==> src/sv/sdce_pkg.sv <==
package sdce_pkg;

  // status codes
  localparam logic [2:0] ST_BUSY    = 3'd0;
  localparam logic [2:0] ST_OK      = 3'd1;
  localparam logic [2:0] ST_ILLEGAL = 3'd2;
  localparam logic [2:0] ST_TIMEOUT = 3'd3;
  localparam logic [2:0] ST_COMM    = 3'd4;

  // operation codes
  localparam logic OP_START = 1'b0;
  localparam logic OP_RX    = 1'b1;

  // register indexes
  localparam logic [1:0] REG_POLL_LIMIT = 2'd0;
  localparam logic [1:0] REG_CRC_CMD0   = 2'd1;
  localparam logic [1:0] REG_CRC_CMD8   = 2'd2;

  localparam logic [8:0] POLL_LIMIT_RST = 9'd256;
  localparam logic [7:0] CRC_CMD0_RST   = 8'd149;
  localparam logic [7:0] CRC_CMD8_RST   = 8'd135;

  localparam logic [7:0] BYTE_IDLE    = 8'hFF;
  localparam logic [7:0] R1_ERR_MASK  = 8'hFE;
  localparam logic [7:0] CRC_DEFAULT  = 8'h01;
  localparam logic [7:0] CMD_START    = 8'h40;
  localparam logic [7:0] CMD_LIMIT    = 8'd64;
  localparam logic [5:0] CMD_GO_IDLE  = 6'd0;
  localparam logic [5:0] CMD_IF_COND  = 6'd8;

  typedef enum logic [4:0] {
    PH_IDLE    = 5'b00001,
    PH_FRAME   = 5'b00010,
    PH_POLL    = 5'b00100,
    PH_COLLECT = 5'b01000,
    PH_TRAIL   = 5'b10000
  } phase_t;

  typedef struct packed {
    logic [8:0] poll_limit;
    logic [7:0] crc_cmd0;
    logic [7:0] crc_cmd8;
  } cfg_t;

  typedef struct packed {
    logic       tx_valid;
    logic [7:0] tx_byte;
    logic       resp_valid;
    logic [2:0] resp_index;
    logic [7:0] resp_byte;
    logic       done_res;
    logic [2:0] status;
  } result_t;

endpackage

==> src/sv/sdce_regs.sv <==
module sdce_regs (
  input  logic                clk,
  input  logic                rst_n,
  input  logic                psel,
  input  logic                penable,
  input  logic                pwrite,
  input  logic [3:0]          paddr,
  input  logic [31:0]         pwdata,
  output logic [31:0]         prdata,
  output logic                pready,
  output sdce_pkg::cfg_t      cfg
);
  import sdce_pkg::*;

  cfg_t cfg_r;
  logic wr_en;

  assign pready = 1'b1;
  assign wr_en  = psel & penable & pwrite;
  assign cfg    = cfg_r;

  always_ff @(posedge clk) begin
    if (!rst_n) begin
      cfg_r.poll_limit <= POLL_LIMIT_RST;
      cfg_r.crc_cmd0   <= CRC_CMD0_RST;
      cfg_r.crc_cmd8   <= CRC_CMD8_RST;
    end else if (wr_en && paddr[1:0] == 2'b00) begin
      case (paddr[3:2])
        REG_POLL_LIMIT: cfg_r.poll_limit <= pwdata[8:0];
        REG_CRC_CMD0:   cfg_r.crc_cmd0   <= pwdata[7:0];
        REG_CRC_CMD8:   cfg_r.crc_cmd8   <= pwdata[7:0];
        default: ;
      endcase
    end
  end

  always_comb begin
    prdata = '0;
    case (paddr[3:2])
      REG_POLL_LIMIT: prdata = {23'd0, cfg_r.poll_limit};
      REG_CRC_CMD0:   prdata = {24'd0, cfg_r.crc_cmd0};
      REG_CRC_CMD8:   prdata = {24'd0, cfg_r.crc_cmd8};
      default:        prdata = '0;
    endcase
  end

endmodule

==> src/sv/sdce_core.sv <==
module sdce_core #(
  parameter int MAX_RESPONSE_BYTES = 8
) (
  input  logic                clk,
  input  logic                rst_n,
  input  sdce_pkg::cfg_t      cfg,
  input  logic                step,
  input  logic                operation,
  input  logic [7:0]          command_index,
  input  logic [31:0]         argument,
  input  logic [3:0]          response_length,
  input  logic [7:0]          rx_byte,
  output sdce_pkg::result_t   result
);
  import sdce_pkg::*;

  localparam logic [4:0] MAX_LEN = 5'(MAX_RESPONSE_BYTES);

  phase_t      phase_r, phase_nxt;
  logic [3:0]  byte_count_r, byte_count_nxt;
  logic [8:0]  poll_count_r, poll_count_nxt;
  logic [5:0]  cmd_r, cmd_nxt;
  logic [31:0] arg_r, arg_nxt;
  logic [3:0]  len_r, len_nxt;
  logic [2:0]  final_r, final_nxt;

  logic [8:0]  limit;
  logic [3:0]  len_sat;
  logic [3:0]  bc_inc;
  logic [7:0]  crc;

  assign limit  = (cfg.poll_limit == '0) ? 9'd1 : cfg.poll_limit;
  assign bc_inc = byte_count_r + 4'd1;

  always_comb begin
    if (response_length == '0)
      len_sat = 4'd1;
    else if ({1'b0, response_length} > MAX_LEN)
      len_sat = MAX_LEN[3:0];
    else
      len_sat = response_length;
  end

  always_comb begin
    if (cmd_r == CMD_GO_IDLE)
      crc = cfg.crc_cmd0;
    else if (cmd_r == CMD_IF_COND)
      crc = cfg.crc_cmd8;
    else
      crc = CRC_DEFAULT;
  end

  always_comb begin
    phase_nxt      = phase_r;
    byte_count_nxt = byte_count_r;
    poll_count_nxt = poll_count_r;
    cmd_nxt        = cmd_r;
    arg_nxt        = arg_r;
    len_nxt        = len_r;
    final_nxt      = final_r;
    result         = '0;

    if (operation == OP_START) begin
      if (command_index >= CMD_LIMIT) begin
        phase_nxt       = PH_IDLE;
        final_nxt       = ST_ILLEGAL;
        result.done_res = 1'b1;
        result.status   = ST_ILLEGAL;
      end else begin
        cmd_nxt         = command_index[5:0];
        arg_nxt         = argument;
        len_nxt         = len_sat;
        byte_count_nxt  = 4'd1;
        poll_count_nxt  = '0;
        final_nxt       = ST_BUSY;
        phase_nxt       = PH_FRAME;
        result.tx_valid = 1'b1;
        result.tx_byte  = CMD_START | {2'b00, command_index[5:0]};
      end
    end else begin
      case (phase_r)
        PH_FRAME: begin
          result.tx_valid = 1'b1;
          case (byte_count_r)
            4'd1: begin result.tx_byte = arg_r[31:24]; byte_count_nxt = bc_inc; end
            4'd2: begin result.tx_byte = arg_r[23:16]; byte_count_nxt = bc_inc; end
            4'd3: begin result.tx_byte = arg_r[15:8];  byte_count_nxt = bc_inc; end
            4'd4: begin result.tx_byte = arg_r[7:0];   byte_count_nxt = bc_inc; end
            4'd5: begin result.tx_byte = crc;          byte_count_nxt = 4'd6;   end
            default: begin
              // frame sent, first poll goes out
              result.tx_byte = BYTE_IDLE;
              phase_nxt      = PH_POLL;
              poll_count_nxt = 9'd1;
            end
          endcase
        end
        PH_POLL: begin
          result.tx_valid = 1'b1;
          result.tx_byte  = BYTE_IDLE;
          if (rx_byte == BYTE_IDLE) begin
            if (poll_count_r >= limit) begin
              final_nxt = ST_TIMEOUT;
              phase_nxt = PH_TRAIL;
            end else begin
              poll_count_nxt = poll_count_r + 9'd1;
            end
          end else begin
            result.resp_valid = 1'b1;
            result.resp_byte  = rx_byte;
            if ((rx_byte & R1_ERR_MASK) != '0) begin
              final_nxt = ST_COMM;
              phase_nxt = PH_TRAIL;
            end else if (len_r > 4'd1) begin
              byte_count_nxt = 4'd1;
              phase_nxt      = PH_COLLECT;
            end else begin
              final_nxt = ST_OK;
              phase_nxt = PH_TRAIL;
            end
          end
        end
        PH_COLLECT: begin
          result.tx_valid   = 1'b1;
          result.tx_byte    = BYTE_IDLE;
          result.resp_valid = 1'b1;
          result.resp_index = byte_count_r[2:0];
          result.resp_byte  = rx_byte;
          byte_count_nxt    = bc_inc;
          if (bc_inc >= len_r) begin
            final_nxt = ST_OK;
            phase_nxt = PH_TRAIL;
          end
        end
        PH_TRAIL: begin
          phase_nxt       = PH_IDLE;
          result.done_res = 1'b1;
          result.status   = final_r;
        end
        default: begin
          phase_nxt = PH_IDLE;
        end
      endcase
    end
  end

  always_ff @(posedge clk) begin
    if (!rst_n) begin
      phase_r      <= PH_IDLE;
      byte_count_r <= '0;
      poll_count_r <= '0;
      cmd_r        <= '0;
      arg_r        <= '0;
      len_r        <= 4'd1;
      final_r      <= ST_BUSY;
    end else if (step) begin
      phase_r      <= phase_nxt;
      byte_count_r <= byte_count_nxt;
      poll_count_r <= poll_count_nxt;
      cmd_r        <= cmd_nxt;
      arg_r        <= arg_nxt;
      len_r        <= len_nxt;
      final_r      <= final_nxt;
    end
  end

endmodule

==> src/sv/sd_spi_command_response_engine_top.sv <==
// An accepted input beat's result beat is registered and appears in the next cycle.
// Throughput: one item per cycle; the single output register refills in the
// cycle it is drained, so input stalls only while a held result is stalled.
// Reset (rst_n low, synchronous): engine idle, output empty, registers at
// poll limit 256 and CRC bytes 0x95 / 0x87.
module sd_spi_command_response_engine_top #(
  parameter int MAX_RESPONSE_BYTES = 8
) (
  input  logic        clk,
  input  logic        rst_n,
  input  logic        psel,
  input  logic        penable,
  input  logic        pwrite,
  input  logic [3:0]  paddr,
  input  logic [31:0] pwdata,
  output logic [31:0] prdata,
  output logic        pready,
  input  logic        in_valid,
  output logic        in_stall,
  input  logic        in_operation,
  input  logic [7:0]  in_command_index,
  input  logic [31:0] in_argument,
  input  logic [3:0]  in_response_length,
  input  logic [7:0]  in_rx_byte,
  output logic        out_valid,
  input  logic        out_stall,
  output logic        out_tx_valid,
  output logic [7:0]  out_tx_byte,
  output logic        out_resp_valid,
  output logic [2:0]  out_resp_index,
  output logic [7:0]  out_resp_byte,
  output logic        out_done_res,
  output logic [2:0]  out_status
);
  import sdce_pkg::*;

  cfg_t    cfg;
  result_t result;
  result_t res_r;
  logic    out_valid_r;
  logic    accept;

  assign in_stall = out_valid_r & out_stall;
  assign accept   = in_valid & ~in_stall;

  sdce_regs u_regs (
    .clk     (clk),
    .rst_n   (rst_n),
    .psel    (psel),
    .penable (penable),
    .pwrite  (pwrite),
    .paddr   (paddr),
    .pwdata  (pwdata),
    .prdata  (prdata),
    .pready  (pready),
    .cfg     (cfg)
  );

  sdce_core #(
    .MAX_RESPONSE_BYTES (MAX_RESPONSE_BYTES)
  ) u_core (
    .clk             (clk),
    .rst_n           (rst_n),
    .cfg             (cfg),
    .step            (accept),
    .operation       (in_operation),
    .command_index   (in_command_index),
    .argument        (in_argument),
    .response_length (in_response_length),
    .rx_byte         (in_rx_byte),
    .result          (result)
  );

  always_ff @(posedge clk) begin
    if (!rst_n) begin
      out_valid_r <= 1'b0;
    end else if (accept) begin
      out_valid_r <= 1'b1;
    end else if (!out_stall) begin
      out_valid_r <= 1'b0;
    end
  end

  always_ff @(posedge clk) begin
    if (accept) begin
      res_r <= result;
    end
  end

  assign out_valid      = out_valid_r;
  assign out_tx_valid   = res_r.tx_valid;
  assign out_tx_byte    = res_r.tx_byte;
  assign out_resp_valid = res_r.resp_valid;
  assign out_resp_index = res_r.resp_index;
  assign out_resp_byte  = res_r.resp_byte;
  assign out_done_res   = res_r.done_res;
  assign out_status     = res_r.status;

endmodule
==> config.mk <==
export PLATFORM = sky130hd
export DESIGN_NAME = sd_spi_command_response_engine_top
export DESIGN_NICKNAME = d
export VERILOG_FILES = /design/src/sv/sdce_pkg.sv /design/src/sv/sdce_regs.sv /design/src/sv/sdce_core.sv /design/src/sv/sd_spi_command_response_engine_top.sv
export SDC_FILE = /design/constraint.sdc
export NUM_CORES = 1
export LEC_CHECK = 0
export BUFFER_PORTS_ARGS = -buffer_cell sky130_fd_sc_hd__buf_2
export CAP_MARGIN = 0
export CORE_ASPECT_RATIO = 1.25
export CORE_MARGIN = 10
export CORE_UTILIZATION = 30
export CTS_CLUSTER_SIZE = 16
export DETAILED_ROUTE_END_ITERATION = 10
export PLACE_DENSITY_LB_ADDON = 0.15
export SLEW_MARGIN = 20
export SYNTH_ARGS = -nofsm -noshare
export SYNTH_HDL_FRONTEND = slang
export SYNTH_SLANG_ARGS = --single-unit
==> constraint.sdc <==
create_clock -name clk -period 2.81 [get_ports clk]
set_input_delay 0.281 -clock clk [delete_from_list [all_inputs] [get_ports clk]]
set_output_delay 0.281 -clock clk [all_outputs]
set_load 0.01 [all_outputs]
==> run_results.csv, run 1 <==
group,metric,value,unit
yosys,ys_seq_elements,114,
cts,holdBufCountCts,0,
routing,wl_per_cell,16.44,microns
place,place_area,0.006566,sq mm
cts,cts_buffers,17,
setup_path,critPathMaxStageDelay,0.47,ns
floorplan,die_w,144.8,microns
grt,grt_pass1_vias,5288,
floorplan,start_util,30.22,%
setup_path,crit_top_cell,"a21oi_1",
cts,postCtsSetupBuffers,0,
layout,mostFrequentLayoutCells,"nand2_1, buf_2, dfxtp_1",
timing,slew_violations,0,
setup_path,path_class,"reg2reg",
worst_hold_path,hold_depth,3,
place,place.gp.congestion,0.8691,
layout,insertedDiodeCount,0,
yosys,netlist_instances,676,
yosys,synth_top_area_share,30.51,%
timing,clock_skew,0.006698,ns
routing,first_iter_violations,324,
worst_hold_path,hold_end,"u_regs.cfg[24]",
yosys,synth-main-ff-cell,"dfxtp_1",
setup_path,critical_path_required,3.15,ns
grt,grt_pass1_wl,26990,microns
setup_path,critPathLaunchType,"flop",
run,cap_violations,0,
layout,num-nets-final,891,
power,ir_drop,393.7,uV
floorplan,ios,156,
routing,post_drt_via_cell_ratio,4.855,
setup_path,reg2reg_to,"u_core.final_r[2]",
routing,drc,0,
routing,drt_pass1_iterations,5,
cts,cts_root_buf,"clkbuf_16",
yosys,netlist_area,0.005841,sq mm
timing,max_freq,0.3911,GHz
timing,tightest_slew,0.9180,ns
power,leakage,3.087,nW
grt,grtUsageTotal,13.50,%
cts,cts_sinks,114,
timing,finalSetupTns,0,ns
yosys,synth_edf_count,25,
routing,wl,17330,microns
cts,clk_pin_slew,0.06,ns
run_status,status,"completed",
timing,fin_crit_sh,90.98,%
layout,drive_above_1_share,21.55,%
setup_path,crit_chain,"nor4_1, a41o_1, ha_1, nand2b_1, a21oi_1, a21oi_1, o21ai_0, a21oi_1, mux2i_1",
layout,final_common_cell,"nand2_1",
timing,rsz0062_at_grt,"no",
cts,cts_tree,"yes",
yosys,netlist_top_cells_area,"dfxtp_1, edfxtp_1, nand2_1",
cts,cts_buffer_depth,2,
routing,postRouteAntennaNets,0,
grt,globalRoute.totalOverflow,0,
grt,grt_start_max_net_pins,58,
timing,setup_ws,0.2533,ns
floorplan,die_y,176,microns
floorplan,dieArea,0.02548,sq mm
floorplan,core,0.01933,sq mm
worst_hold_path,hp-start,"pwdata[8]",
layout,final_area,0.007173,sq mm
worst_hold_path,hp-class,"in2reg",
setup_path,r2r_slack,0.25,ns
timing,period_needed,2.557,ns
setup_path,reg2reg_depth,9,
layout,syn2layout_area_growth,22.81,%
timing,relSlewSlack,38.02,%
cts,clkLatencyLatePin,0.42,ns
cts,htreeDepth,4,
yosys,ys_seq_area_share,43.36,%
setup_path,cp.arrival,2.89,ns
timing,hold_viol,0,
routing,num_vias,5117,
floorplan,rows,57,
setup_path,r2r_start,"u_regs.cfg[19]",
place,place_inst,1023,
yosys,synth_cell_type_count,62,
place,hpwl,12930,microns
setup_path,path_max_fanout,4,
yosys,synth_area_per_cell,8.640,sq um
setup_path,cp-end-kind,"flop",
place,dp_slack,0.2807,ns
yosys,yosys_warnings,0,
yosys,synth_top_cell_by_area,"dfxtp_1",
cts,cts_resized,0,
place,io_buffers,108,
power,power_density,595.0,mW/mm^2
yosys,synthArstFlopShare,0,%
grt,antenna_found_initial,0,
setup_path,critPathSlowestCell,"a21oi_1",
timing,setup_violations,0,
layout,fin_cells,1054,
## cell type report
type	instances	area, sq um
Fill cell	1986	12150
Sequential cell	114	2532
Inverter	22	82.58
Clock inverter	10	92.59
Tap cell	265	331.6
Timing Repair Buffer	120	630.6
Multi-Input combinational cell	502	2989
Clock buffer	21	514.2
## cells by family (layout without fill, tap and decap cells)
kind of cell,count (synthesis),after routing,synth area share (%)
adders and majority gates,18,18,3.856
other,2,24,0.1286
DFF,114,114,43.36
muxes,47,47,8.076
AOI/OAI and AO/OA,143,143,15.85
buffers and inverters,82,173,7.048
and+or+nand+nor,268,268,21.38
xor gates and xnor gates,2,2,0.3000
## worst max-delay path, delay by kind of cell (launching register included)
kind	cells	cell delay [ns]
and+or+nand+nor	2	0.17
AOI/OAI and AO/OA	5	1.37
adders and majority gates	1	0.26
DFF	1	0.42
muxes	1	0.26
## per-stage QoR
stage                     power (mW)  utilization (%)  hold WS [ns]
after floorplan                1.994                -        0.4050
after CTS                      4.316            37.11       0.06605
after global routing           4.432            37.11       0.08917
final                          4.268            37.11       0.08253
after global placement         2.117            33.97        0.4438
after detailed placement       2.123            33.97        0.4440
## synthesized netlist by cell type (8+ instances only)
cell / number
clkbuf_1: 29
a21oi_1: 54
and2_1: 20
buf_4: 24
nor2_1: 54
nand3_1: 11
and3_1: 8
edfxtp_1: 25
inv_1: 22
nand2_1: 128
o21ai_0: 26
dfxtp_1: 89
mux2i_1: 46
ha_1: 18
a31oi_1: 11
## power by group
| group | internal, mW | switching, mW | total (mW) |
|---|---|---|---|
| Combinational | 0.125 | 0.209 | 0.334 |
| Clock | 1.39 | 0.787 | 2.18 |
| Sequential | 1.73 | 0.0288 | 1.75 |
| Total | 3.24 | 1.02 | 4.27 |
## how the worst max path moves through the flow
stage / from / end / slack (ns) / cells past startpoint
floorplan: out_valid / u_core.poll_count_r[3] / 0.24 / 6
global placement: u_core.byte_count_r[0] / u_core.poll_count_r[6] / 0.34 / 8
detailed placement: u_regs.cfg[19] / u_core.final_r[2] / 0.28 / 9
CTS: u_regs.cfg[19] / u_core.final_r[2] / 0.27 / 9
global route: u_core.byte_count_r[0] / out_tx_byte[2] / 0.06 / 7
finish: u_regs.cfg[19] / u_core.final_r[2] / 0.25 / 9
## metal layers
| layer | vias up | wire [microns] | global-route usage (%) |
|---|---|---|---|
| met5 | - | 0 | 0 |
| met4 | 0 | 395 | 5.992 |
| met3 | 32 | 1264 | 4.247 |
| met2 | 163 | 8349 | 22.32 |
| met1 | 2395 | 7319 | 15.60 |
| li1 | 2527 | - | - |
## sequential cells by signal, summed over array words and instances, names as in the netlist
register and count:
out_tx_byte 8, u_regs.cfg 25, out_resp_byte 8, u_core.poll_count_r 9, u_core.arg_r 32, out_resp_valid 1, out_done_res 1, u_core.final_r 3
u_core.byte_count_r 4, out_status 3, u_core.cmd_r 6, out_tx_valid 1, out_resp_index 3, out_valid 1, u_core.len_r 4, u_core.phase_r 5
Power figures use the tool's default switching activity.
==> run 2, diff against run 1 <==
Settings changed: BUFFER_PORTS_ARGS -buffer_cell sky130_fd_sc_hd__buf_2 to default, DONT_BUFFER_PORTS from default to 1.
==> run_results.csv, run 2 (same netlist as run 1, synthesis figures left out) <==
group,metric,value,unit
power,p_total,4.155,mW
timing,finalSetupTns,0,ns
layout,syn2layout_area_growth,20.78,%
floorplan,rows,57,
setup_path,critPathSlowestCell,"a221o_1",
floorplan,dieArea,0.02548,sq mm
setup_path,path_max_fanout,9,
routing,drt_pass1_iterations,5,
layout,final_common_cell,"nand2_1",
timing,setup_violations,0,
routing,post_drt_via_cell_ratio,4.917,
cts,cts_root_buf,"clkbuf_16",
layout,drive_above_1_share,9.078,%
grt,use_met2,22.91,%
setup_path,cp-end-kind,"flop",
setup_path,path_class,"reg2reg",
grt,met1_usage,15.86,%
layout,utilization,36.50,%
floorplan,ios,156,
timing,max_freq,0.3956,GHz
floorplan,start_util,30.22,%
grt,grt_pass1_wl,27100,microns
timing,period_needed,2.528,ns
cts,cts_buffers,17,
timing,hold_viol,0,
run_status,status,"completed",
cts,clkLatencyLatePin,0.42,ns
setup_path,crit_chain,"inv_1, ha_1, nor4_1, nor3_1, o221a_4, a221o_1, o21ai_1, o31ai_2",
cts,htreeDepth,4,
floorplan,die_y,176,microns
layout,mostFrequentLayoutCells,"nand2_1, dfxtp_1, a21oi_1",
setup_path,cp.arrival,2.82,ns
timing,setup_ws,0.2821,ns
layout,insertedDiodeCount,0,
routing,drc,0,
setup_path,critPathMaxStageDelay,0.46,ns
place,place.gp.congestion,0.8681,
power,power_density,588.9,mW/mm^2
layout,top_register,"u_core.arg_r",
setup_path,critPathLaunchType,"flop",
layout,fin_cells,992,
grt,top_usage_layer,"met2",
grt,met3_usage,4.704,%
routing,postRouteAntennaNets,0,
timing,slew_violations,0,
timing,fin_crit_sh,89.96,%
floorplan,core,0.01933,sq mm
layout,largest_reg_flops,32,
setup_path,critical_path_required,3.10,ns
worst_hold_path,hp-class,"in2reg",
cts,cts_sinks,114,
grt,grtUsageTotal,13.69,%
grt,grt_pass1_vias,5077,
timing,tightest_slew,0.7854,ns
timing,rsz0062_at_grt,"no",
grt,grt_start_max_net_pins,65,
setup_path,startpoint,"u_core.byte_count_r[0]",
worst_hold_path,hp-start,"pwdata[5]",
routing,wl_per_cell,17.39,microns
routing,wl,17250,microns
layout,num-nets-final,828,
routing,first_iter_violations,285,
cts,cts_tree,"yes",
setup_path,r2r_start,"u_core.byte_count_r[0]",
cts,clk_pin_slew,0.06,ns
grt,antenna_found_initial,0,
cts,cts_buffer_depth,2,
timing,relSlewSlack,47.47,%
place,place_inst,917,
power,ir_drop,377.9,uV
place,io_buffers,0,
power,leakage,2.829,nW
place,dp_slack,0.2821,ns
floorplan,die_w,144.8,microns
run,cap_violations,0,
grt,globalRoute.totalOverflow,0,
routing,num_vias,4878,
place,hpwl,12670,microns
timing,clock_skew,0.009148,ns
==> run 2: cell types whose count changed in the layout (fill, tap and decap cells not counted), moves of 2 or more <==
cell / previous run / this run
buf_2: 108 / 0
dlygate4sd3_1: 0 / 43
inv_6: 1 / 4
buf_4: 12 / 14
clkbuf_16: 20 / 18
clkinvlp_4: 3 / 1
==> run 2: what timing repair did <==
action | CTS | global route
gates resized for setup | 0 | 0
hold buffers | 41 | 2
setup buffers | 0 | 0
hold endpoints to repair | 47 | 2
==> run 2: final cells by class <==
class	count	area [sq um]
flip-flops and latches	114	2532
clock buffers	19	464.2
well taps	265	331.6
repair buffers	57	535.5
fillers	2015	12270
multi-input cells	502	2989
inverters	22	82.58
clock inverters	13	118.9
==> run 2: report_power, final <==
group | switching, mW | total (mW) | leakage [nW] | internal (mW)
combinational | 0.164 | 0.277 | 1.56 | 0.114
clock | 0.805 | 2.11 | 0.291 | 1.30
sequential | 0.0437 | 1.77 | 0.973 | 1.73
==> run 2: metal layers <==
layer	vias to the layer above	share of wire [%]
met1	2308	42
li1	2408	-
met2	141	49
met4	0	1.6
met5	-	0
met3	21	7.1
==> run 2: stage by stage <==
| step | instance area [sq um] | hold WS (ns) |
|---|---|---|
| floorplan | 5923 | 0.4050 |
| CTS | 7034 | 0.00002770 |
| global route | 7054 | 0.002930 |
| detailed placement | 6041 | 0.3553 |
| global placement | 6041 | 0.3538 |
| finish | 7054 | 0.01770 |
==> run 2: path summary, 6_finish.rpt <==
kind | end | slack (ns) | cells past startpoint
max | u_core.poll_count_r[3] | 0.28 | 8
min | u_regs.cfg[13] | 0.02 | 2
max reg2reg | u_core.poll_count_r[3] | 0.28 | 8
min reg2reg | u_core.cmd_r[1] | 0.45 | 2
==> run 2: worst max-delay path: cells and delay by family, from the launching register on <==
family | cells | cell delay, ns
buf+inv | 1 | 0.13
fa+ha+maj | 1 | 0.34
compound gates | 4 | 1.07
flops | 1 | 0.41
simple gates | 2 | 0.46
